## config.mk

```make
export PLATFORM = sky130hd
export DESIGN_NAME = ssal_ctrl
export DESIGN_NICKNAME = d
export VERILOG_FILES = /design/src/rtl/core/servo_slew_accel_limiter_macros.svh /design/src/rtl/core/ssal_pkg.sv /design/src/rtl/core/ssal_ctrl.sv
export SDC_FILE = /design/constraint.sdc
export NUM_CORES = 1
export LEC_CHECK = 0
export BUFFER_PORTS_ARGS = -buffer_cell sky130_fd_sc_hd__buf_2
export CELL_PAD_IN_SITES_DETAIL_PLACEMENT = 1
export CELL_PAD_IN_SITES_GLOBAL_PLACEMENT = 1
export CORE_MARGIN = 8
export CORE_UTILIZATION = 30
export DETAILED_ROUTE_END_ITERATION = 6
export GPL_ROUTABILITY_DRIVEN = 0
export PLACE_DENSITY_LB_ADDON = 0.1
export SYNTH_ARGS = -nofsm -noshare
export SYNTH_HDL_FRONTEND = slang
export SYNTH_SLANG_ARGS = --single-unit
```

## constraint.sdc

```tcl
create_clock -name clk -period 1.9 [get_ports clk]
set_input_delay 0.19 -clock clk [delete_from_list [all_inputs] [get_ports clk]]
set_output_delay 0.19 -clock clk [all_outputs]
set_load 0.02 [all_outputs]
```

## src/rtl/core/servo_slew_accel_limiter_macros.svh

```systemverilog
// Assertion macros shared by the servo slew and acceleration limiter.
`ifndef SERVO_SLEW_ACCEL_LIMITER_MACROS_SVH
`define SERVO_SLEW_ACCEL_LIMITER_MACROS_SVH

// Assert that an antecedent implies a consequent on the next cycle.
`define SSAL_ASSERT_NEXT(label, ante, cons, msg) \
  label: assert property (@(posedge clk) disable iff (rst) (ante) |=> (cons)) \
    else $error(msg);

// Assert that an antecedent implies a consequent in the same cycle.
`define SSAL_ASSERT_NOW(label, ante, cons, msg) \
  label: assert property (@(posedge clk) disable iff (rst) (ante) |-> (cons)) \
    else $error(msg);

`endif

```

## src/rtl/core/ssal_pkg.sv

```systemverilog
// Package with types and constants of the servo slew and acceleration limiter.
`default_nettype none
package ssal_pkg;
  localparam int FracBits = 8;
  localparam int PosW = 12 + FracBits;     // unsigned position
  localparam int VelW = 23 + FracBits;     // signed saturated velocity
  localparam int WideW = 48;               // signed working width
  localparam int CfgW = 20;

  localparam logic [2:0] RegInMin = 3'd0;
  localparam logic [2:0] RegInMax = 3'd1;
  localparam logic [2:0] RegOutMin = 3'd2;
  localparam logic [2:0] RegOutMax = 3'd3;
  localparam logic [2:0] RegSpeed = 3'd4;
  localparam logic [2:0] RegAccel = 3'd5;

  // Datapath operations issued by the controller.
  typedef enum logic [3:0] {
    OpNone   = 4'd0,
    OpJump   = 4'd1,
    OpMapMul = 4'd2,  // (p - in_min) * orange
    OpMapDiv = 4'd3,  // start divide by irange
    OpMapEnd = 4'd4,  // target done, error formed
    OpErrMul = 4'd5,  // err * 1000 and accel * ms
    OpDesDiv = 4'd6,  // start desired = err*1000 / ms
    OpDesEnd = 4'd7,  // clamp desired by speed
    OpAccDiv = 4'd8,  // start dmax = accel*ms / 1000
    OpAccEnd = 4'd9,  // apply dv, saturate, multiply by ms
    OpPosDiv = 4'd10, // start step = v*ms / 1000
    OpPosEnd = 4'd11  // integrate, clamp, snap
  } op_t;

  typedef struct packed {
    op_t op;
  } ctrl_cmd_t;

  typedef struct packed {
    logic div_done;
    logic map_empty;  // input range empty: target is out_min
    logic no_limits;
    logic small_err;  // |err| <= half
    logic accel_on;
  } ctrl_sts_t;
endpackage
`default_nettype wire

```

## src/rtl/core/ssal_ctrl.sv

```systemverilog
// Controller state machine sequencing one item through the datapath.
`default_nettype none
module ssal_ctrl (
  input  wire logic clk,
  input  wire logic rst,
  input  wire logic in_fire,
  input  wire logic command,
  input  wire logic ms_zero,
  input  wire logic out_fire,
  input  wire ssal_pkg::ctrl_sts_t sts,
  output ssal_pkg::ctrl_cmd_t cmd,
  output logic in_ready,
  output logic out_load,
  output logic out_updated
);
  import ssal_pkg::*;

  typedef enum logic [12:0] {
    SIdle   = 13'b0000000000001,
    SMapMul = 13'b0000000000010,
    SMapDiv = 13'b0000000000100,
    SMapW   = 13'b0000000001000,
    SErrMul = 13'b0000000010000,
    SDesDiv = 13'b0000000100000,
    SDesW   = 13'b0000001000000,
    SAccDiv = 13'b0000010000000,
    SAccW   = 13'b0000100000000,
    SApply  = 13'b0001000000000,
    SPosDiv = 13'b0010000000000,
    SPosW   = 13'b0100000000000,
    SOut    = 13'b1000000000000
  } state_t;

  state_t state, state_next;
  logic out_full;
  logic upd_next;

  assign in_ready = (state == SIdle) && !out_full;

  always_comb begin
    state_next = state;
    cmd.op = OpNone;
    out_load = 1'b0;
    upd_next = 1'b1;
    case (state)
      SIdle: begin
        if (in_fire) begin
          if (command) begin
            cmd.op = OpJump;
            out_load = 1'b1;
          end else if (ms_zero) begin
            out_load = 1'b1;
            upd_next = 1'b0;
          end else begin
            state_next = SMapMul;
          end
        end
      end
      SMapMul: begin cmd.op = OpMapMul; state_next = SMapDiv; end
      SMapDiv: begin cmd.op = OpMapDiv; state_next = SMapW; end
      SMapW: begin
        if (sts.div_done || sts.map_empty) begin
          cmd.op = OpMapEnd;
          state_next = SErrMul;
        end
      end
      SErrMul: begin
        if (sts.no_limits) begin
          cmd.op = OpPosEnd;
          state_next = SOut;
        end else begin
          cmd.op = OpErrMul;
          state_next = sts.small_err ? SDesW : SDesDiv;
        end
      end
      SDesDiv: begin cmd.op = OpDesDiv; state_next = SDesW; end
      SDesW: begin
        if (sts.small_err || sts.div_done) begin
          cmd.op = OpDesEnd;
          state_next = sts.accel_on ? SAccDiv : SApply;
        end
      end
      SAccDiv: begin cmd.op = OpAccDiv; state_next = SAccW; end
      SAccW: if (sts.div_done) state_next = SApply;
      SApply: begin cmd.op = OpAccEnd; state_next = SPosDiv; end
      SPosDiv: begin cmd.op = OpPosDiv; state_next = SPosW; end
      SPosW: begin
        if (sts.div_done) begin
          cmd.op = OpPosEnd;
          state_next = SOut;
        end
      end
      SOut: begin
        out_load = 1'b1;
        state_next = SIdle;
      end
      default: state_next = SIdle;
    endcase
  end

  always_ff @(posedge clk) begin
    if (rst) begin
      state <= SIdle;
      out_full <= 1'b0;
      out_updated <= 1'b0;
    end else begin
      state <= state_next;
      if (out_load) begin
        out_full <= 1'b1;
        out_updated <= upd_next;
      end else if (out_fire) begin
        out_full <= 1'b0;
      end
    end
  end
endmodule
`default_nettype wire

```

# == Yosys cells after proc, flatten, opt, wreduce, memory -nomap -nowiden ==
# Cells that the tools add are included.
# classes
muxes,28
reduce_logical,6
n_eq_ne,20
# ops
op,count
13-bit one-hot mux with 12 select lines,1
13-bit 2-to-1 mux,8
4-bit one-hot mux with 11 select lines,1
2-bit inequality test (second input constant),7
13-bit by 1-bit == test with 1-bit output (second input constant),1
13-bit by 10-bit == test with 1-bit output (second input constant),1
13-bit by 11-bit == test with 1-bit output (second input constant),1
13-bit by 12-bit == test with 1-bit output (second input constant),1
13-bit == test (second input constant),1
13-bit by 2-bit == test with 1-bit output (second input constant),1
13-bit by 3-bit == test with 1-bit output (second input constant),1
13-bit by 4-bit == test with 1-bit output (second input constant),1
13-bit by 5-bit == test with 1-bit output (second input constant),1
13-bit by 6-bit == test with 1-bit output (second input constant),1
13-bit by 7-bit == test with 1-bit output (second input constant),1
13-bit by 8-bit == test with 1-bit output (second input constant),1
13-bit by 9-bit == test with 1-bit output (second input constant),1
1-bit 2-to-1 mux,11
10-bit 2-to-1 mux,1
4-bit 2-to-1 mux,2
7-bit 2-to-1 mux,1
7-bit AND reduction,1
3-bit 2-to-1 mux,2
1-bit logical OR,2
other kinds (4),4
# word_totals
in_bits,11
reg_bits,15

# == Logic depth before layout (Yosys ltp) ==
# Gate-level depths: netlist of run 1.
# logic_depth
ltp_word,5
mapped_depth,7
ltp_nobuf,5

# == Worst setup path after synthesis of run 1 ==
# OpenSTA, ideal clock, no wires.
# synth_timing
kind,flip-flop to output port
from,register state[8]
to,output port cmd[2] (netlist name)
arrival_time_ns,2.039
stages_incl_launch_ff,6
path_slack_ns,-0.329
required_time_ns,1.710
cell_sequence,dfxtp_1 -> buf_6 -> or4_4 -> nor2_4 -> nand2_2 -> o311ai_0
# synth_lines
item,line_no,source
start: declaration,ssal_ctrl.sv:34,"state_t state, state_next;"
start signal: assignment,ssal_ctrl.sv:103,state <= SIdle;
start signal: assignment,ssal_ctrl.sv:107,state <= state_next;
end: declaration,ssal_ctrl.sv:11,"output ssal_pkg::ctrl_cmd_t cmd,"

==> metrics.yaml, run 1 <==
drive_gt1_frac: 0.569
die_area_mm2: 0.00569
ant_nets: 0
vias: 1287
crit_chain: "or4_4, nor2_4, nand2_2, or4_4, nand3b_1, buf_6"
hold_start: "sts[0]"
start_util: 0.315
cp_num_buf_inv: 1
grt_pass1_wl_um: 6380
fin_nets: 209
rsz0062_at_grt: "true"
worst_ep_arrival_time_ns: 2.09
grt_pass1_vias: 1302
worst-slew-pin-transition_ns: 0.344
start_kind: "flop"
setup_viol: 6
ys.flop_type: "dfxtp_1"
cp_slowest_stage_delay_ns: 0.57
postCtsHoldBufs: 0
cap_violations: 0
first_pass_iters: 4
power_frac_clock: 0.196
core_mm2: 0.00336
cp_max_fo: 4
crit_start: "state[12]"
crit_path_frequent_cell: "or4_4"
worstSkewPairLatency_ns: 0.29
synth_top_cells_by_count: "17 x nor2_1, 15 x dfxtp_1, 11 x nor3_1"
violations: "negative setup slack"
total_power_mw: 1.00
p_leak_nw: 0.758
yosys_warnings: 0
syn_area_mm2: 0.00106
crit_type: "reg2out"
avgSynthCellArea_um2: 7.78
layout_setup_ws_ns: -0.382
layout_min_cycle_time_ns: 2.28
cts_root_buf: "clkbuf_4"
cts_max_path_buffers: 2
p_seq_frac: 0.338
clk_pin_slew_ns: 0.09
power_per_cell_area_mw_per_mm2: 568
synth.yosys.seq_area_share: 0.284
switchingPower_uw: 357
slowest_stage: "or4_4"
overflow: 0
synth_top_area_frac: 0.284
wirelength_um: 4150
fmax_mhz: 438
yosys_register_bits: 15
synthToLayoutAreaGrowth_pct: 66.5
numPortBuffers: 17
p_int_uw: 644
whs_ns: 0.133
die_y_um: 75.4
hold_viol: 0
yosysUniqueCellTypes: 44
postSynth.asyncResetShare: 0
drc_errors: 0
ir_worst_vdd_uv: 259
drv_slew: 0
nFillCells: 443
wl_per_cell_um: 17.1
r2r-start: "state[8]"
diodes: 0
cts_tree: "built"
combPwrFrac: 0.466
rows: 21
skew_ns: 0.00363
synth_edf_count: 0
antenna_found_initial: 0
dp_hpwl_um: 3100
power_switching_share: 0.356
slew_headroom: 0.767
synth_top_area_cell: "dfxtp_1"
grt_max_degree: 10
hold_class: "in2reg"
crit_family: "simple AND/OR/NAND/NOR gates"
crit_path_end_kind: "output pin"
track_usage: 0.149
synth.area.top_cells: "dfxtp_1 28%, nor2_1 6.0%, nor3_1 5.2%, a21oi_1 4.7%, nor4_4 4.0%"
yosysMostFrequentCell: "nor2_1"
cts-buffers-inserted: 3
synth_cells: 136
timing.final.crit_share: 1.20
ios: 18
syn_nets: 147
outcome: "finished with violations"
clock_sinks: 15
vias_per_cell: 5.30
die_x_um: 75.4
cp.required_ns: 1.71
cts_htree_levels: 1
drt_iter0_drc: 42
## path summary, 6_finish.rpt
path                     to  slack (ns)  cells after the start
setup / recovery     cmd[1]       -0.38                      6
hold / removal     state[7]        0.13                      3
setup reg to reg  state[10]        0.02                      8
hold reg to reg    out_full        0.51                      2
## power groups by stage
stage	Clock (mW)	Sequential (mW)	Combinational (mW)
final	0.196	0.339	0.466
after global routing	0.217	0.341	0.496
after CTS	0.205	0.342	0.441
after detailed placement	0	0.350	0.333
after global placement	0	0.349	0.325
after floorplan	0	0.344	0.185
## cell families after synthesis
kind of cell | synth area share
AO/OA/AOI/OAI | 0.179
XOR/XNOR | 0.0331
buffers and inverters | 0.0745
flip-flops | 0.284
AND/OR/NAND/NOR | 0.430
## what timing repair did
item,in CTS,in global routing
buffers inserted,7,10
pin swaps,6,16
endpoints found under the setup margin,15,16
gates resized for setup,38,20
## registers in the layout (all words and copies together) (netlist names)
register	flops
state	13
out_full	1
out_updated	1
## per-layer routing
layer	global-route usage	routed length, um
met1	0.174	1810
met2	0.267	2120
met3	0.0329	185
met4	0.0384	27
met5	0	0
## tightest hold or removal path, stage by stage
cell	delay, ns
buf_2	0.10
inv_1	0.06
nor3_1	0.05
## area by class of cell
type	instances	area, um^2	area share
Sequential cell	15	327	0.185
Multi-Input combinational cell	105	817	0.463
Timing Repair Buffer	68	517	0.293
Clock buffer	4	26.3	0.0149
Tap cell	46	57.6	0.0326
Inverter	5	18.8	0.0106
## metrics by stage
stage	setup WS (ns)	std cells	TNS, ns	utilization	area (um^2)
final	-0.382	243	-1.84	0.524	1760
after global routing	-0.466	243	-2.76	0.524	1760
after CTS	-0.392	235	-1.67	0.484	1630
after detailed placement	-0.160	225	-0.920	0.424	1430
after global placement	-0.118	225	-0.520	0.424	1430
after floorplan	-0.0661	136	-0.132	-	1070
## cell usage in the layout (no fill, tap or decap), drive strengths merged, types with 3 or more instances in the layout
| cell | netlist | layout |
|---|---|---|
| nor2b | 3 | 3 |
| or4 | 3 | 3 |
| buf | 9 | 68 |
| nor3 | 11 | 11 |
| a21oi | 10 | 10 |
| dfxtp | 15 | 15 |
| nor2 | 18 | 18 |
| clkbuf | 2 | 4 |
| o21ai | 3 | 3 |
| nand2 | 8 | 8 |
| nor4 | 8 | 8 |
| nor4b | 3 | 3 |
| inv | 5 | 5 |
| nand3b | 3 | 3 |
| nand4 | 6 | 6 |
Note: power is estimated with default switching activity, not from simulation.
==> inputs of run 2 (changes only) <==
--- a/config.mk
+++ b/config.mk
@@ -9,7 +9,7 @@
 export CELL_PAD_IN_SITES_DETAIL_PLACEMENT = 1
 export CELL_PAD_IN_SITES_GLOBAL_PLACEMENT = 1
 export CORE_MARGIN = 8
-export CORE_UTILIZATION = 30
+export CORE_UTILIZATION = 36
 export DETAILED_ROUTE_END_ITERATION = 6
 export GPL_ROUTABILITY_DRIVEN = 0
 export PLACE_DENSITY_LB_ADDON = 0.1
==> run 2 against run 1 <==
Net effect: global-route usage grew 3.7 points; register-to-register slack lost 0.30 ns; combinational power up 7.5%; the run still ends with negative setup slack left; sequential share of layout area up 0.066 points; maximum frequency down 0.47%; setup slack worse by 0.011 ns; highest routed layer unchanged; design area down 0.36%.
==> metrics.yaml, run 2 (synthesis results as in run 1) <==
timing.final.crit_share: 1.21  # was 1.20
overflow: 0  # unchanged
regArea_um2: 327  # unchanged
stdcell_area_mm2: 0.00176  # about the same
drc_errors: 0  # unchanged
cp_slowest_stage_delay_ns: 0.58  # was 0.57 ns
setup_viol: 15  # was 6
grt_max_degree: 10  # unchanged
die_area_mm2: 0.00493  # was 0.00569 mm^2
crit_chain: "or4_4, nor2_4, nand2_2, or4_1, nand3b_1, buf_6"  # was or4_4, nor2_4, nand2_2, or4_4, nand3b_1, buf_6
grt_pass1_vias: 1459  # was 1302
cts_max_path_buffers: 2  # unchanged
drv_slew: 0  # unchanged
rsz0062_at_grt: "true"  # unchanged
slowest_stage: "or4_4"  # unchanged
track_usage: 0.186  # was 0.149
layout_setup_ws_ns: -0.393  # was -0.382 ns
cts_htree_levels: 1  # unchanged
layout_common_cells: "54 x buf_4, 14 x nor2_1, 11 x buf_2"  # was 48 x buf_4, 15 x nor2_1, 11 x buf_2
core_mm2: 0.00278  # was 0.00336 mm^2
crit_type: "reg2out"  # unchanged
clk_pin_slew_ns: 0.11  # was 0.09 ns
ir_worst_vdd_uv: 572  # was 259 uV
cts_tree: "built"  # unchanged
ant_nets: 0  # unchanged
cap_violations: 0  # unchanged
cp_max_fo: 3  # was 4
first_pass_iters: 4  # unchanged
largestRegisters: "state: 13 flops, out_full: 1 flops, out_updated: 1 flops"  # unchanged
regMostFlops: "state"  # unchanged
die_x_um: 70.2  # was 75.4 um
diodes: 0  # unchanged
outcome: "finished with violations"  # unchanged
synthToLayoutAreaGrowth_pct: 66.0  # was 66.5%
die_y_um: 70.2  # was 75.4 um
wl_per_cell_um: 23.2  # was 17.1 um
p_leak_nw: 0.763  # was 0.758 nW
cp_num_buf_inv: 1  # unchanged
fin_nets: 213  # was 209
ios: 18  # unchanged
start_util: 0.381  # was 0.315
fmax_mhz: 436  # was 438 MHz
slew_headroom: 0.544  # was 0.767
crit_path_end_kind: "output pin"  # unchanged
postCtsHoldBufs: 0  # unchanged
cp.required_ns: 1.71  # about the same
cts_root_buf: "clkbuf_4"  # unchanged
wirelength_um: 5380  # was 4150 um
worst-slew-pin-transition_ns: 0.674  # was 0.344 ns
postPlaceCellArea_mm2: 0.00140  # was 0.00143 mm^2
largest_reg_flops: 13  # unchanged
total_power_mw: 1.04  # was 1.00 mW
numPlacedInstances: 209  # was 225
antenna_found_initial: 0  # unchanged
violations: "negative setup slack"  # unchanged
clock_sinks: 15  # unchanged
start_kind: "flop"  # unchanged
layout_commonest_cell: "buf_4"  # unchanged
whs_ns: 0.113  # was 0.133 ns
multi_input_area_um2: 806  # was 817 um^2
crit_family: "simple AND/OR/NAND/NOR gates"  # unchanged
drive_gt1_frac: 0.562  # was 0.569
drt_iter0_drc: 71  # was 42
cts-buffers-inserted: 3  # unchanged
fin_util: 0.632  # was 0.524
grt_pass1_wl_um: 7380  # was 6380 um
vias: 1433  # was 1287
nFillCells: 342  # was 443
worstSkewPairLatency_ns: 0.31  # was 0.29 ns
power_per_cell_area_mw_per_mm2: 595  # was 568 mW/mm^2
skew_ns: 0.00714  # was 0.00363 ns
vias_per_cell: 6.18  # was 5.30
dp_hpwl_um: 3060  # was 3100 um
layout_min_cycle_time_ns: 2.29  # was 2.28 ns
rows: 19  # was 21
instances_no_fill: 232  # was 243
numPortBuffers: 17  # unchanged
hold_viol: 0  # unchanged
worst_ep_arrival_time_ns: 2.10  # was 2.09 ns
hold_class: "in2reg"  # unchanged
## run 2: cell types whose count changed in the layout (fill, tap and decap cells not counted), sizes merged
cell / previous run / this run
buf: 68 / 72
clkbuf: 4 / 3
clkinv: 0 / 1
## run 2: what timing repair did
item / in CTS / in global routing
endpoints found under the setup margin: 15 / 17
gates resized for setup: 39 / 14
pin swaps: 11 / 13
setup buffers: 15 / 6
## run 2: per-stage QoR
| stage | setup WS (ns) | TNS, ns |
|---|---|---|
| final | -0.393 | -4.14 |
| after global routing | -0.486 | -5.33 |
| after CTS | -0.349 | -1.75 |
| after detailed placement | -0.0971 | -0.333 |
| after global placement | -0.0398 | -0.216 |
| after floorplan | -0.0661 | -0.132 |
## run 2: routing by layer
metal,vias up,wire (um),GRT usage
li1,640,-,-
met1,708,2120,0.209
met2,69,2770,0.322
met3,16,330,0.0452
met4,0,150,0.0826
met5,-,0,0
## run 2: cell type report
type	instances	share of cell area
Inverter	5	0.0107
Clock buffer	3	0.0128
Sequential cell	15	0.186
Clock inverter	1	0.00285
Timing Repair Buffer	72	0.307
Multi-Input combinational cell	105	0.459
Tap cell	31	0.0221
## run 2: worst reg2reg max path, delay by kind of cell (launching register included)
family / cells / cell delay [ns]
flip-flops: 1 / 0.35
AND/OR/NAND/NOR: 4 / 1.21
buffers and inverters: 2 / 0.32
AO/OA/AOI/OAI: 1 / 0.19
## run 2: path summary, 6_finish.rpt
path,start,end,slack (ns),depth (start not counted)
worst min-delay path,sts[1],state[5],0.11,2
worst min register to register,out_full,out_full,0.53,2
worst max register to register,state[0],state[10],-0.28,7
worst max-delay path,state[12],cmd[1],-0.39,6
## run 2: report_power, final
| group | switching [mW] | leakage [nW] | internal [mW] |
|---|---|---|---|
| clock | 0.127 | 0.0177 | 0.0787 |
| combinational | 0.255 | 0.617 | 0.246 |
| sequential | 0.0145 | 0.129 | 0.324 |
| total | 0.396 | 0.763 | 0.648 |
