[config.mk]
export PLATFORM = sky130hd
export DESIGN_NAME = ssal_dp
export DESIGN_NICKNAME = d
export VERILOG_FILES = /design/src/rtl/core/servo_slew_accel_limiter_macros.svh /design/src/rtl/core/ssal_pkg.sv /design/src/rtl/core/ssal_div.sv /design/src/rtl/core/ssal_dp.sv
export SDC_FILE = /design/constraint.sdc
export NUM_CORES = 2
export LEC_CHECK = 0
export BUFFER_PORTS_ARGS = -buffer_cell sky130_fd_sc_hd__buf_4
export CAP_MARGIN = 40
export CORE_MARGIN = 5
export CORE_UTILIZATION = 53
export CTS_BUF_LIST = sky130_fd_sc_hd__clkbuf_8
export CTS_CLUSTER_SIZE = 25
export DETAILED_ROUTE_END_ITERATION = 10
export PLACE_DENSITY_LB_ADDON = 0.12
export SLEW_MARGIN = 15
export SYNTH_ARGS = -nofsm -noshare
export SYNTH_HDL_FRONTEND = slang
export SYNTH_SLANG_ARGS = --single-unit
[constraint.sdc]
create_clock -name clk -period 40.5 [get_ports clk]
set_input_delay 8.1 -clock clk [delete_from_list [all_inputs] [get_ports clk]]
set_output_delay 8.1 -clock clk [all_outputs]
set_load 0.005 [all_outputs]
[src/rtl/core/servo_slew_accel_limiter_macros.svh]
// Assertion macros shared by the servo slew and acceleration limiter.
`ifndef SERVO_SLEW_ACCEL_LIMITER_MACROS_SVH
`define SERVO_SLEW_ACCEL_LIMITER_MACROS_SVH

// Assert that an antecedent implies a consequent on the next cycle.
`define SSAL_ASSERT_NEXT(label, ante, cons, msg) \
  label: assert property (@(posedge clk) disable iff (rst) (ante) |=> (cons)) \
    else $error(msg);

// Assert that an antecedent implies a consequent in the same cycle.
`define SSAL_ASSERT_NOW(label, ante, cons, msg) \
  label: assert property (@(posedge clk) disable iff (rst) (ante) |-> (cons)) \
    else $error(msg);

`endif

[src/rtl/core/ssal_pkg.sv]
// Package with types and constants of the servo slew and acceleration limiter.
`default_nettype none
package ssal_pkg;
  localparam int FracBits = 8;
  localparam int PosW = 12 + FracBits;     // unsigned position
  localparam int VelW = 23 + FracBits;     // signed saturated velocity
  localparam int WideW = 48;               // signed working width
  localparam int CfgW = 20;

  localparam logic [2:0] RegInMin = 3'd0;
  localparam logic [2:0] RegInMax = 3'd1;
  localparam logic [2:0] RegOutMin = 3'd2;
  localparam logic [2:0] RegOutMax = 3'd3;
  localparam logic [2:0] RegSpeed = 3'd4;
  localparam logic [2:0] RegAccel = 3'd5;

  // Datapath operations issued by the controller.
  typedef enum logic [3:0] {
    OpNone   = 4'd0,
    OpJump   = 4'd1,
    OpMapMul = 4'd2,  // (p - in_min) * orange
    OpMapDiv = 4'd3,  // start divide by irange
    OpMapEnd = 4'd4,  // target done, error formed
    OpErrMul = 4'd5,  // err * 1000 and accel * ms
    OpDesDiv = 4'd6,  // start desired = err*1000 / ms
    OpDesEnd = 4'd7,  // clamp desired by speed
    OpAccDiv = 4'd8,  // start dmax = accel*ms / 1000
    OpAccEnd = 4'd9,  // apply dv, saturate, multiply by ms
    OpPosDiv = 4'd10, // start step = v*ms / 1000
    OpPosEnd = 4'd11  // integrate, clamp, snap
  } op_t;

  typedef struct packed {
    op_t op;
  } ctrl_cmd_t;

  typedef struct packed {
    logic div_done;
    logic map_empty;  // input range empty: target is out_min
    logic no_limits;
    logic small_err;  // |err| <= half
    logic accel_on;
  } ctrl_sts_t;
endpackage
`default_nettype wire

[src/rtl/core/ssal_div.sv]
// Sequential signed dividers truncating toward zero: radix-2 and divide-by-1000.
`default_nettype none
module ssal_div (
  input  wire logic clk,
  input  wire logic rst,
  input  wire logic start,
  input  wire logic signed [ssal_pkg::WideW-1:0] dividend,
  input  wire logic [ssal_pkg::WideW-1:0] divisor,
  output logic done,
  output logic signed [ssal_pkg::WideW-1:0] quotient
);
  import ssal_pkg::*;
  localparam int CntW = $clog2(WideW + 1);

  logic busy;
  logic [CntW-1:0] count;
  logic [WideW-1:0] num;
  logic [WideW-1:0] rem;
  logic [WideW-1:0] den;
  logic neg;
  logic [WideW:0] trial;

  assign trial = {rem, num[WideW-1]} - {1'b0, den};

  always_ff @(posedge clk) begin
    if (rst) begin
      busy <= 1'b0;
      done <= 1'b0;
      count <= '0;
    end else begin
      done <= 1'b0;
      if (start) begin
        busy <= 1'b1;
        count <= CntW'(WideW);
      end else if (busy) begin
        count <= count - 1'b1;
        if (count == CntW'(1)) begin
          busy <= 1'b0;
          done <= 1'b1;
        end
      end
    end
  end

  always_ff @(posedge clk) begin
    if (start) begin
      neg <= dividend[WideW-1];
      num <= dividend[WideW-1] ? WideW'(-dividend) : WideW'(dividend);
      rem <= '0;
      den <= divisor;
    end else if (busy) begin
      if (!trial[WideW]) begin
        rem <= trial[WideW-1:0];
        num <= {num[WideW-2:0], 1'b1};
      end else begin
        rem <= {rem[WideW-2:0], num[WideW-1]};
        num <= {num[WideW-2:0], 1'b0};
      end
    end
  end

  assign quotient = neg ? -$signed(num) : $signed(num);
endmodule

module ssal_div1000 (
  input  wire logic clk,
  input  wire logic rst,
  input  wire logic start,
  input  wire logic signed [ssal_pkg::WideW-1:0] dividend,
  output logic done,
  output logic signed [ssal_pkg::WideW-1:0] quotient
);
  import ssal_pkg::*;
  // Long division in base 65536; each digit step divides a value below 2^26
  // by 1000 through a reciprocal that is exact over that range.
  localparam logic [26:0] Recip = 27'd68719477;
  localparam logic [9:0] Kilo = 10'd1000;

  logic [1:0] count;
  logic [WideW-1:0] num;
  logic [WideW-1:0] quo_mag;
  logic [9:0] rem;
  logic neg;
  logic [25:0] part;
  logic [52:0] scaled;
  logic [15:0] digit;
  logic [25:0] back;

  assign part = {rem, num[WideW-1 -: 16]};
  assign scaled = part * Recip;
  assign digit = scaled[51:36];
  assign back = part - 26'(digit) * 26'(Kilo);

  always_ff @(posedge clk) begin
    if (rst) begin
      count <= '0;
      done <= 1'b0;
    end else begin
      done <= 1'b0;
      if (start) begin
        count <= 2'd3;
      end else if (count != 2'd0) begin
        count <= count - 2'd1;
        if (count == 2'd1) done <= 1'b1;
      end
    end
  end

  always_ff @(posedge clk) begin
    if (start) begin
      neg <= dividend[WideW-1];
      num <= dividend[WideW-1] ? WideW'(-dividend) : WideW'(dividend);
      rem <= '0;
      quo_mag <= '0;
    end else if (count != 2'd0) begin
      num <= {num[WideW-17:0], 16'd0};
      rem <= back[9:0];
      quo_mag <= {quo_mag[WideW-17:0], digit};
    end
  end

  assign quotient = neg ? -$signed(quo_mag) : $signed(quo_mag);
endmodule
`default_nettype wire

[src/rtl/core/ssal_dp.sv]
// Datapath: registers, one multiplier stage, a shared divider and a divide-by-1000 unit.
`default_nettype none
module ssal_dp (
  input  wire logic clk,
  input  wire logic rst,
  input  wire ssal_pkg::ctrl_cmd_t cmd,
  input  wire logic cfg_we,
  input  wire logic [2:0] cfg_idx,
  input  wire logic [ssal_pkg::CfgW-1:0] cfg_data,
  input  wire logic in_fire,
  input  wire logic [11:0] in_pulse,
  input  wire logic [9:0] in_ms,
  input  wire logic [11:0] in_jump,
  output ssal_pkg::ctrl_sts_t sts,
  output logic [11:0] pos_int,
  output logic [11:0] tgt,
  output logic signed [22:0] vel_int
);
  import ssal_pkg::*;
  localparam logic signed [WideW-1:0] Half = WideW'(1) <<< (FracBits - 1);
  localparam logic signed [WideW-1:0] VelHi = (WideW'(1) <<< (VelW - 1)) - 1;
  localparam logic signed [WideW-1:0] VelLo = -(WideW'(1) <<< (VelW - 1));

  logic [11:0] in_min, in_max, out_min, out_max;
  logic [15:0] speed;
  logic [19:0] accel;
  logic [11:0] pulse;
  logic [9:0] ms;
  logic [PosW-1:0] pos;
  logic signed [VelW-1:0] vel;
  logic signed [WideW-1:0] err, desired, prod, prod2, dmax;
  logic div_start;
  logic signed [WideW-1:0] div_a;
  logic [WideW-1:0] div_b;
  logic div_done;
  logic signed [WideW-1:0] quo;
  logic kd_start;
  logic signed [WideW-1:0] kd_a;
  logic kd_done;
  logic signed [WideW-1:0] kquo;

  logic [11:0] p_cl, jmp_cl;
  logic signed [13:0] irange, orange;
  logic signed [WideW-1:0] tgt_fx, pos_w, vel_w, dv, vsum, vsat, npos, vmax;
  logic signed [WideW-1:0] lo_fx, hi_fx, nclamp, diff;
  logic signed [WideW-1:0] tsum, tcl;
  logic [11:0] tmap;

  always_comb begin
    p_cl = (in_pulse < in_min) ? in_min : in_pulse;
    p_cl = (pulse < in_min) ? in_min : pulse;
    if (p_cl > in_max) p_cl = in_max;
    jmp_cl = (in_jump < out_min) ? out_min : in_jump;
    if (jmp_cl > out_max) jmp_cl = out_max;
    irange = $signed({2'b0, in_max}) - $signed({2'b0, in_min});
    orange = $signed({2'b0, out_max}) - $signed({2'b0, out_min});
    tgt_fx = $signed(WideW'(tgt)) <<< FracBits;
    pos_w = $signed(WideW'(pos));
    vel_w = WideW'(vel);
    vmax = $signed(WideW'(speed)) <<< FracBits;
    lo_fx = $signed(WideW'(out_min)) <<< FracBits;
    hi_fx = $signed(WideW'(out_max)) <<< FracBits;
    // Map result: out_min plus quotient, raised to the minimum, then lowered to the maximum.
    tsum = $signed(WideW'(out_min)) + quo;
    tcl = tsum;
    if (tcl < $signed(WideW'(out_min))) tcl = $signed(WideW'(out_min));
    if (tcl > $signed(WideW'(out_max))) tcl = $signed(WideW'(out_max));
    tmap = tcl[11:0];
    if (sts.map_empty) tmap = out_min;
    dv = desired - vel_w;
    if (dv < -dmax) dv = -dmax;
    if (dv > dmax) dv = dmax;
    vsum = sts.accel_on ? vel_w + dv : desired;
    vsat = vsum;
    if (vsat < VelLo) vsat = VelLo;
    if (vsat > VelHi) vsat = VelHi;
    npos = pos_w + kquo;
    nclamp = npos;
    if (nclamp < lo_fx) nclamp = lo_fx;
    if (nclamp > hi_fx) nclamp = hi_fx;
    diff = tgt_fx - nclamp;
  end

  assign sts.div_done = div_done | kd_done;
  assign sts.map_empty = (irange <= 0);
  assign sts.no_limits = (speed == '0) && (accel == '0);
  assign sts.small_err = (err <= Half) && (err >= -Half);
  assign sts.accel_on = (accel != '0);

  always_ff @(posedge clk) begin
    if (rst) begin
      in_min <= 12'd1000;
      in_max <= 12'd2000;
      out_min <= 12'd1000;
      out_max <= 12'd2000;
      speed <= '0;
      accel <= '0;
      pos <= '0;
      vel <= '0;
      tgt <= '0;
    end else begin
      if (cfg_we) begin
        case (cfg_idx)
          RegInMin: in_min <= cfg_data[11:0];
          RegInMax: in_max <= cfg_data[11:0];
          RegOutMin: out_min <= cfg_data[11:0];
          RegOutMax: out_max <= cfg_data[11:0];
          RegSpeed: speed <= cfg_data[15:0];
          RegAccel: accel <= cfg_data[19:0];
          default: ;
        endcase
      end
      case (cmd.op)
        OpJump: begin
          pos <= PosW'(jmp_cl) << FracBits;
          tgt <= jmp_cl;
          vel <= '0;
        end
        OpMapEnd: tgt <= tmap;
        OpAccEnd: vel <= VelW'(vsat);
        OpPosEnd: begin
          if (sts.no_limits) begin
            pos <= PosW'(tgt) << FracBits;
            vel <= '0;
          end else if (diff < Half && diff > -Half) begin
            pos <= PosW'(tgt) << FracBits;
            vel <= '0;
          end else begin
            pos <= PosW'(nclamp);
          end
        end
        default: ;
      endcase
    end
  end

  // Operand registers; the widest multiply is the 31-bit velocity by the 10-bit ms.
  always_ff @(posedge clk) begin
    if (in_fire) begin
      pulse <= in_pulse;
      ms <= in_ms;
    end
    case (cmd.op)
      OpMapMul: prod <= WideW'($signed({2'b0, p_cl}) - $signed({2'b0, in_min})) *
                        WideW'(orange);
      OpMapEnd: err <= ($signed(WideW'(tmap)) <<< FracBits) - pos_w;
      OpErrMul: begin
        prod <= err * $signed(WideW'(1000));
        prod2 <= $signed(WideW'(accel)) * $signed(WideW'(ms));
        desired <= '0;
      end
      OpDesEnd: begin
        if (!sts.small_err) begin
          desired <= quo;
          if (speed != '0) begin
            if (quo < -vmax) desired <= -vmax;
            if (quo > vmax) desired <= vmax;
          end
        end
      end
      OpAccEnd: prod <= vsat * $signed(WideW'(ms));
      default: ;
    endcase
    if (kd_done && (cmd.op == OpNone)) dmax <= kquo;
  end

  // Variable divisors go to the radix-2 divider, the divisions by 1000 to their own unit.
  always_comb begin
    div_start = 1'b0;
    div_a = prod;
    div_b = WideW'(ms);
    kd_start = 1'b0;
    kd_a = prod;
    case (cmd.op)
      OpMapDiv: begin div_start = !sts.map_empty; div_b = WideW'(irange); end
      OpDesDiv: div_start = 1'b1;
      OpAccDiv: begin kd_start = 1'b1; kd_a = prod2 <<< FracBits; end
      OpPosDiv: kd_start = 1'b1;
      default: ;
    endcase
  end

  ssal_div u_div (
    .clk(clk), .rst(rst), .start(div_start), .dividend(div_a), .divisor(div_b),
    .done(div_done), .quotient(quo)
  );

  ssal_div1000 u_kdiv (
    .clk(clk), .rst(rst), .start(kd_start), .dividend(kd_a),
    .done(kd_done), .quotient(kquo)
  );

  assign pos_int = pos[PosW-1:FracBits];
  // Truncate toward zero when dropping the fraction.
  assign vel_int = 23'((vel + ((vel < 0) ? VelW'((1 << FracBits) - 1) : VelW'(0)))
                       >>> FracBits);
endmodule
`default_nettype wire

---- Word-level counts from Yosys, hierarchy flattened ----
Cells that the tools add are included.
operators by class
  add/subtract/negate cells ............... 20
  multipliers ............................. 6
  order comparisons ....................... 20
  equality and inequality tests ........... 20
  muxes and demuxes ....................... 51
  bitwise operators ....................... 3
  reduce and logical (&&, ||, !) cells .... 31
operators with widths
  operator                                                                 number
  48-bit two-way mux                                                       22
  48-bit negator                                                           5
  48-bit case mux with 3 select lines                                      1
  48-bit < comparator                                                      2
  48-bit case mux with 2 select lines                                      1
  31-bit case mux with 3 select lines                                      1
  12-bit two-way mux                                                       6
  31-bit two-way mux                                                       2
  26-bit by 27-bit multiplier with 52-bit output (second input constant)   1
  49-bit by 48-bit subtractor with 49-bit output                           1
  13-bit by 48-bit adder with 48-bit output                                1
  21-bit by 48-bit adder with 48-bit output                                1
  31-bit by 48-bit adder with 48-bit output                                1
  48-bit by 8-bit >= comparator with 1-bit output (second input constant)  1
  48-bit by 13-bit > comparator with 1-bit output                          1
  48-bit by 21-bit > comparator with 1-bit output                          1
  48-bit by 25-bit > comparator with 1-bit output                          1
  48-bit by 31-bit > comparator with 1-bit output (second input constant)  1
  48-bit > comparator                                                      1
  48-bit by 8-bit > comparator with 1-bit output (second input constant)   1
  48-bit by 9-bit <= comparator with 1-bit output (second input constant)  1
  48-bit by 13-bit < comparator with 1-bit output                          1
  48-bit by 21-bit < comparator with 1-bit output                          1
  48-bit by 31-bit < comparator with 1-bit output (second input constant)  1
  other kinds (54)                                                         95
storage, ports and cells
  flip-flop bits (word level) ............. 619
  input bits .............................. 65
  output and inout port bits .............. 52
  word-level logic and storage cells ...... 182

---- Longest topological paths before layout ----
  word-level depth ........................ 13
  gate-level depth with buffers ........... 113
  depth with buffers taken out ............ 108

---- Hierarchy ----
A second synthesis with hierarchy kept.
unflattened totals
  cells, all modules ...................... 10736
  area, all modules ....................... 93447.1 sq um
by module, submodules not included
  module        instances  cells each  area an instance (sq um)  seq. area each (sq um)
  ssal_dp       1          7719        65886.9                   9459.1
  ssal_div1000  1          1744        16712.3                   2692.6
  ssal_div      1          1273        10847.9                   4033.9

---- Least setup slack after synthesis ----
Ideal clock, no wire load.
  path type ............................... reg-to-reg
  start point ............................. reg desired[0]
  end point ............................... reg prod[47] (netlist: div_a[47]), data pin
  library setup time ...................... 287 ps
  data arrival time ....................... 20366 ps
  required time ........................... 40213 ps
  slack ................................... 19847 ps
  cell stages (with the launch flop) ...... 108
  path buffers ............................ 5
  period minus slack after synthesis ...... 20653 ps
  path through ............................ edfxtp_1 > inv_1 > ha_1 > inv_1 > fa_1 > a21o_1 > a21oi_1 > o21bai_1 > a21oi_1 > o21ai_0 > a41oi_1 > a21o_1 > nor2b_1 > xnor2_1 > ha_1 > a21o_1 > a21o_1 > a21o_1 > (+72 left out) > a2111oi_0 > o311a_1 > o311a_1 > o31ai_1 > o21a_1 > a21oi_1 > nand2b_1 > a21oi_1 > o311ai_0 > a31oi_1 > nor2_1 > o21ai_0 > a211oi_1 > o21bai_1 > a21oi_1 > xnor2_1 > xnor2_1 > o21ai_0
on the way
  word-level cells in the longest chain between the ends .. 13
ends and longest elaborated chain
  what                                                RTL line        text
  start: declaration                                  ssal_dp.sv:31   logic signed [WideW-1:0] err, desired, prod, prod2, dmax;
  start signal: assignment                            ssal_dp.sv:154  desired <= quo;
  start signal: assignment                            ssal_dp.sv:156  if (quo < -vmax) desired <= -vmax;
  start signal: assignment                            ssal_dp.sv:157  if (quo > vmax) desired <= vmax;
  48-bit by 31-bit subtractor with 48-bit output      ssal_dp.sv:70   dv = desired - vel_w;
  48-bit < comparator                                 ssal_dp.sv:71   if (dv < -dmax) dv = -dmax;
  48-bit two-way mux                                  ssal_dp.sv:71
  48-bit > comparator                                 ssal_dp.sv:72   if (dv > dmax) dv = dmax;
  48-bit two-way mux                                  ssal_dp.sv:72
  31-bit by 48-bit adder with 48-bit output           ssal_dp.sv:73   vsum = sts.accel_on ? vel_w + dv : desired;
  48-bit two-way mux (*)                              ssal_dp.sv:73
  48-bit by 31-bit < comparator with 1-bit output     ssal_dp.sv:75   if (vsat < VelLo) vsat = VelLo;
  48-bit two-way mux (*)                              ssal_dp.sv:75
  48-bit by 31-bit > comparator with 1-bit output     ssal_dp.sv:76   if (vsat > VelHi) vsat = VelHi;
  48-bit two-way mux (*)                              ssal_dp.sv:76
  48-bit by 11-bit multiplier with 48-bit output (*)  ssal_dp.sv:161  OpAccEnd: prod <= vsat * $signed(WideW'(ms));
  48-bit case mux with 3 select lines (*)             ssal_dp.sv:143  case (cmd.op)
  end signal: assignment                              ssal_dp.sv:144  OpMapMul: prod <= WideW'($signed({2'b0, p_cl}) - $signed({2'b0, in_min})) *
  end signal: assignment                              ssal_dp.sv:148  prod <= err * $signed(WideW'(1000));
  end signal: assignment                              ssal_dp.sv:161
  end: declaration                                    ssal_dp.sv:31
Mark *: on every way between the ends. The rest lies on a longest branch, timed or not.
A chain may end at the register's enable or synchronous reset.

---- Worst setup path in the final report ----
  start point ............................. reg vel[0]
  end point ............................... reg prod[47] (netlist: div_a[47]), data pin
on the way
  word-level cells in the longest chain between the ends .. 13
ends and longest elaborated chain
  what                                                RTL line        text
  start: declaration                                  ssal_dp.sv:30   logic signed [VelW-1:0] vel;
  start signal: assignment                            ssal_dp.sv:120  OpAccEnd: vel <= VelW'(vsat);
  48-bit by 31-bit subtractor with 48-bit output      ssal_dp.sv:70
  48-bit < comparator                                 ssal_dp.sv:71
  48-bit two-way mux                                  ssal_dp.sv:71
  48-bit > comparator                                 ssal_dp.sv:72
  48-bit two-way mux                                  ssal_dp.sv:72
  31-bit by 48-bit adder with 48-bit output (*)       ssal_dp.sv:73
  48-bit two-way mux (*)                              ssal_dp.sv:73
  48-bit by 31-bit < comparator with 1-bit output     ssal_dp.sv:75
  48-bit two-way mux (*)                              ssal_dp.sv:75
  48-bit by 31-bit > comparator with 1-bit output     ssal_dp.sv:76
  48-bit two-way mux (*)                              ssal_dp.sv:76
  48-bit by 11-bit multiplier with 48-bit output (*)  ssal_dp.sv:161
  48-bit case mux with 3 select lines (*)             ssal_dp.sv:143
Marks and branches as above.

==> metrics.cfg <==
[status]
status=finished, final reports clean

[clocking]
cts_root_buffer=clkbuf_8
post_cts_buffers=0
cts_tree=built
cts_max_path_buffers=3
cts.clk_slew.worst_paths_ns=0.07
cts_sinks=592
h-tree-depth=3
numCtsBuffers=111
insertion_delay_ns=0.90
cts_resized=0
cts_hold_buf=0

[sta]
period_minus_slack_ns=24.44
maxSlewHeadroom_pct=28.52
finalHoldViolCount=0
post-route-period-util_pct=60.35
rsz0062_at_grt=no
holdWs_ns=0.4721
final_max_slew_viol_count=0
finalClockSkew_ns=0.09260
setup_viol=0
worstMarginPinSlew_ns=1.062
fin_tns_setup_ns=0
fmax_mhz=40.91

[grt]
antenna_found_initial=8
grt_usage_pct=33.07
met3_usage_pct=5.204
grt_pass1_wl_mm=455.8
busiest_layer=met2
use_met2_pct=52.39
grtUsageMet1_pct=44.11
grt_pass1_vias=75410
grt-ovfl-total=0
grt_max_degree=93

[yosys]
async_reset_ff_share_pct=0
ys_ff_latch=592
synth-seq-area-share_pct=16.88
syn-cell-area_um2=89650
synth-edff-count=328
synth_top_flop_cell=edfxtp_1
synth.distinct_cells=99
syn_nets=12420
avgSynthCellArea_um2=8.690
ys_warn_count=0
synth_cells=10320

[routing]
viasPerCell=5.939
drt_iter0_drc=6690
vias=75000
ant_nets=0
wl_mm=297.4
drcViolationCount=0
routedWlPerCell_um=23.55
dr.pass1.iters=8

[critical_path]
critPathLaunchType=flop
end_kind=flop
crit_buf_inv=10
critPathMaxFanout=42
cp.required_ns=41.10
max_stage_delay_ns=0.82
crit_path_top_delay_cell=a2111oi_0
critical_path_class=flop to flop
crit_arrival_ns=25.04
path_delay_family=compound AO/OA/AOI/OAI gates

[placed_design]
hpwl_mm=240.9
place.gp.congestion=0.9850
placed_area_um2=93140
portBuffers=116

[cells_and_area]
layout.nets=12410
postLayoutCellArea_um2=95630
drive_gt1_share_pct=6.045
syn_to_final_growth_pct=6.664

[die]
die_h_um=421.3
die_area_um2=177500
core_area_um2=168700
die_w_um=421.3
rows=151
pin_count=117
initial_core_util_pct=53.14

[flow_run]
max_cap_viol_count=0

[min_path]
min_path_type=flop to flop

==> final cells by class <==
cell class | instances | area [µm²]
antenna | 5 | 12.51
inverter | 1423 | 5341
timing repair buffer | 281 | 2215
sequential | 592 | 15140
fill | 15520 | 73090
clock buffer | 122 | 1679
multi-input combinational | 7902 | 67750
clock inverter | 86 | 721.9
tap | 2218 | 2775
==> worst register-to-register path, delay by kind of cell, from the launching register on <==
kind | cells | cell delay (ns)
flops | 1 | 0.41
fa+ha+maj | 13 | 4.95
compound gates | 57 | 13.00
simple gates | 18 | 3.36
xor+xnor | 4 | 0.56
buf+inv | 10 | 1.92
==> cells in the final DEF, fill, tap and decap left out, types with 65 or more instances in the layout <==
master / n
clkbuf_8: 122
nor2b_1: 125
mux2i_1: 142
a211oi_1: 84
a21o_1: 178
edfxtp_1: 328
nand2_1: 1044
o21ai_0: 529
ha_1: 1104
o21bai_1: 65
dfxtp_1: 263
nor2_1: 620
fa_1: 933
nand3_1: 127
nor4_1: 67
a21oi_1: 589
xor2_1: 245
mux2_2: 90
buf_4: 251
or3_1: 92
inv_1: 1442
o31ai_1: 74
nor3_1: 173
xnor2_1: 415
nand2b_1: 115
o21a_1: 76
and2_1: 291
nand4_1: 96
==> logic make-up (layout without fill, tap and decap cells) <==
| kind of cell | after synthesis | in the layout | synth area share, % |
|---|---|---|---|
| AOI/OAI and AO/OA | 2003 | 2003 | 14.07 |
| other | 0 | 5 | 0 |
| DFF | 592 | 592 | 16.88 |
| adders and majority gates | 2038 | 2038 | 36.25 |
| xor gates and xnor gates | 662 | 662 | 6.476 |
| and+or+nand+nor | 2967 | 2967 | 15.91 |
| buffers and inverters | 1823 | 1912 | 7.701 |
| muxes | 232 | 232 | 2.716 |
==> metal layers <==
layer | share of wire, % | vias up
met5 | 0.0077 | -
met4 | 6.2 | 4
met3 | 7.2 | 543
met2 | 45 | 2732
met1 | 42 | 36920
li1 | - | 34800
==> sequential cells by signal, summed over array words and instances, names as in the netlist, 10 cells and up <==
register,flops
accel,20
desired,48
div_a,48
dmax,48
err,21
in_max,12
in_min,12
ms,10
out_max,12
out_min,12
pos,20
prod2,30
pulse,12
speed,16
tgt,12
u_div.den,13
u_div.num,48
u_div.rem,48
u_kdiv.num,48
u_kdiv.quo_mag,48
u_kdiv.rem,10
vel,31
==> Yosys cell counts (127+ instances only) <==
master | count | share of area (%)
o21ai_0 | 533 | 3.0
dfxtp_1 | 264 | 5.9
a21o_1 | 178 | 1.5
and2_1 | 291 | 2.0
ha_1 | 1105 | 15
nand3_1 | 127 | 0.71
a21oi_1 | 590 | 3.3
clkbuf_1 | 362 | 1.5
fa_1 | 933 | 21
xor2_1 | 246 | 2.4
nand2_1 | 1046 | 4.4
nor2_1 | 622 | 2.6
xnor2_1 | 415 | 4.1
nor3_1 | 175 | 0.98
inv_1 | 1414 | 5.9
mux2i_1 | 142 | 1.6
edfxtp_1 | 328 | 11
==> per-stage QoR <==
step                setup WS [ns]  utilization [%]  std cells
floorplan                   19.85                -      10320
global placement            16.56            55.00      12370
detailed placement          16.37            55.20      12410
CTS                         16.21            56.63      12620
global route                14.40            56.67      12630
finish                      16.06            56.68      12630
==> path summary, 6_finish.rpt <==
| check | start | endpoint | slack (ns) | cells after the start |
|---|---|---|---|---|
| worst max register to register | vel[0] | div_a[47] | 16.06 | 102 |
| worst max-delay path | vel[0] | div_a[47] | 16.06 | 102 |
| worst min-delay path | in_min[4] | in_min[4] | 0.47 | 2 |
| worst min register to register | in_min[4] | in_min[4] | 0.47 | 2 |
Power is not shown: default switching activity piles up to over one toggle a cycle in this logic, so the estimate is an artifact.
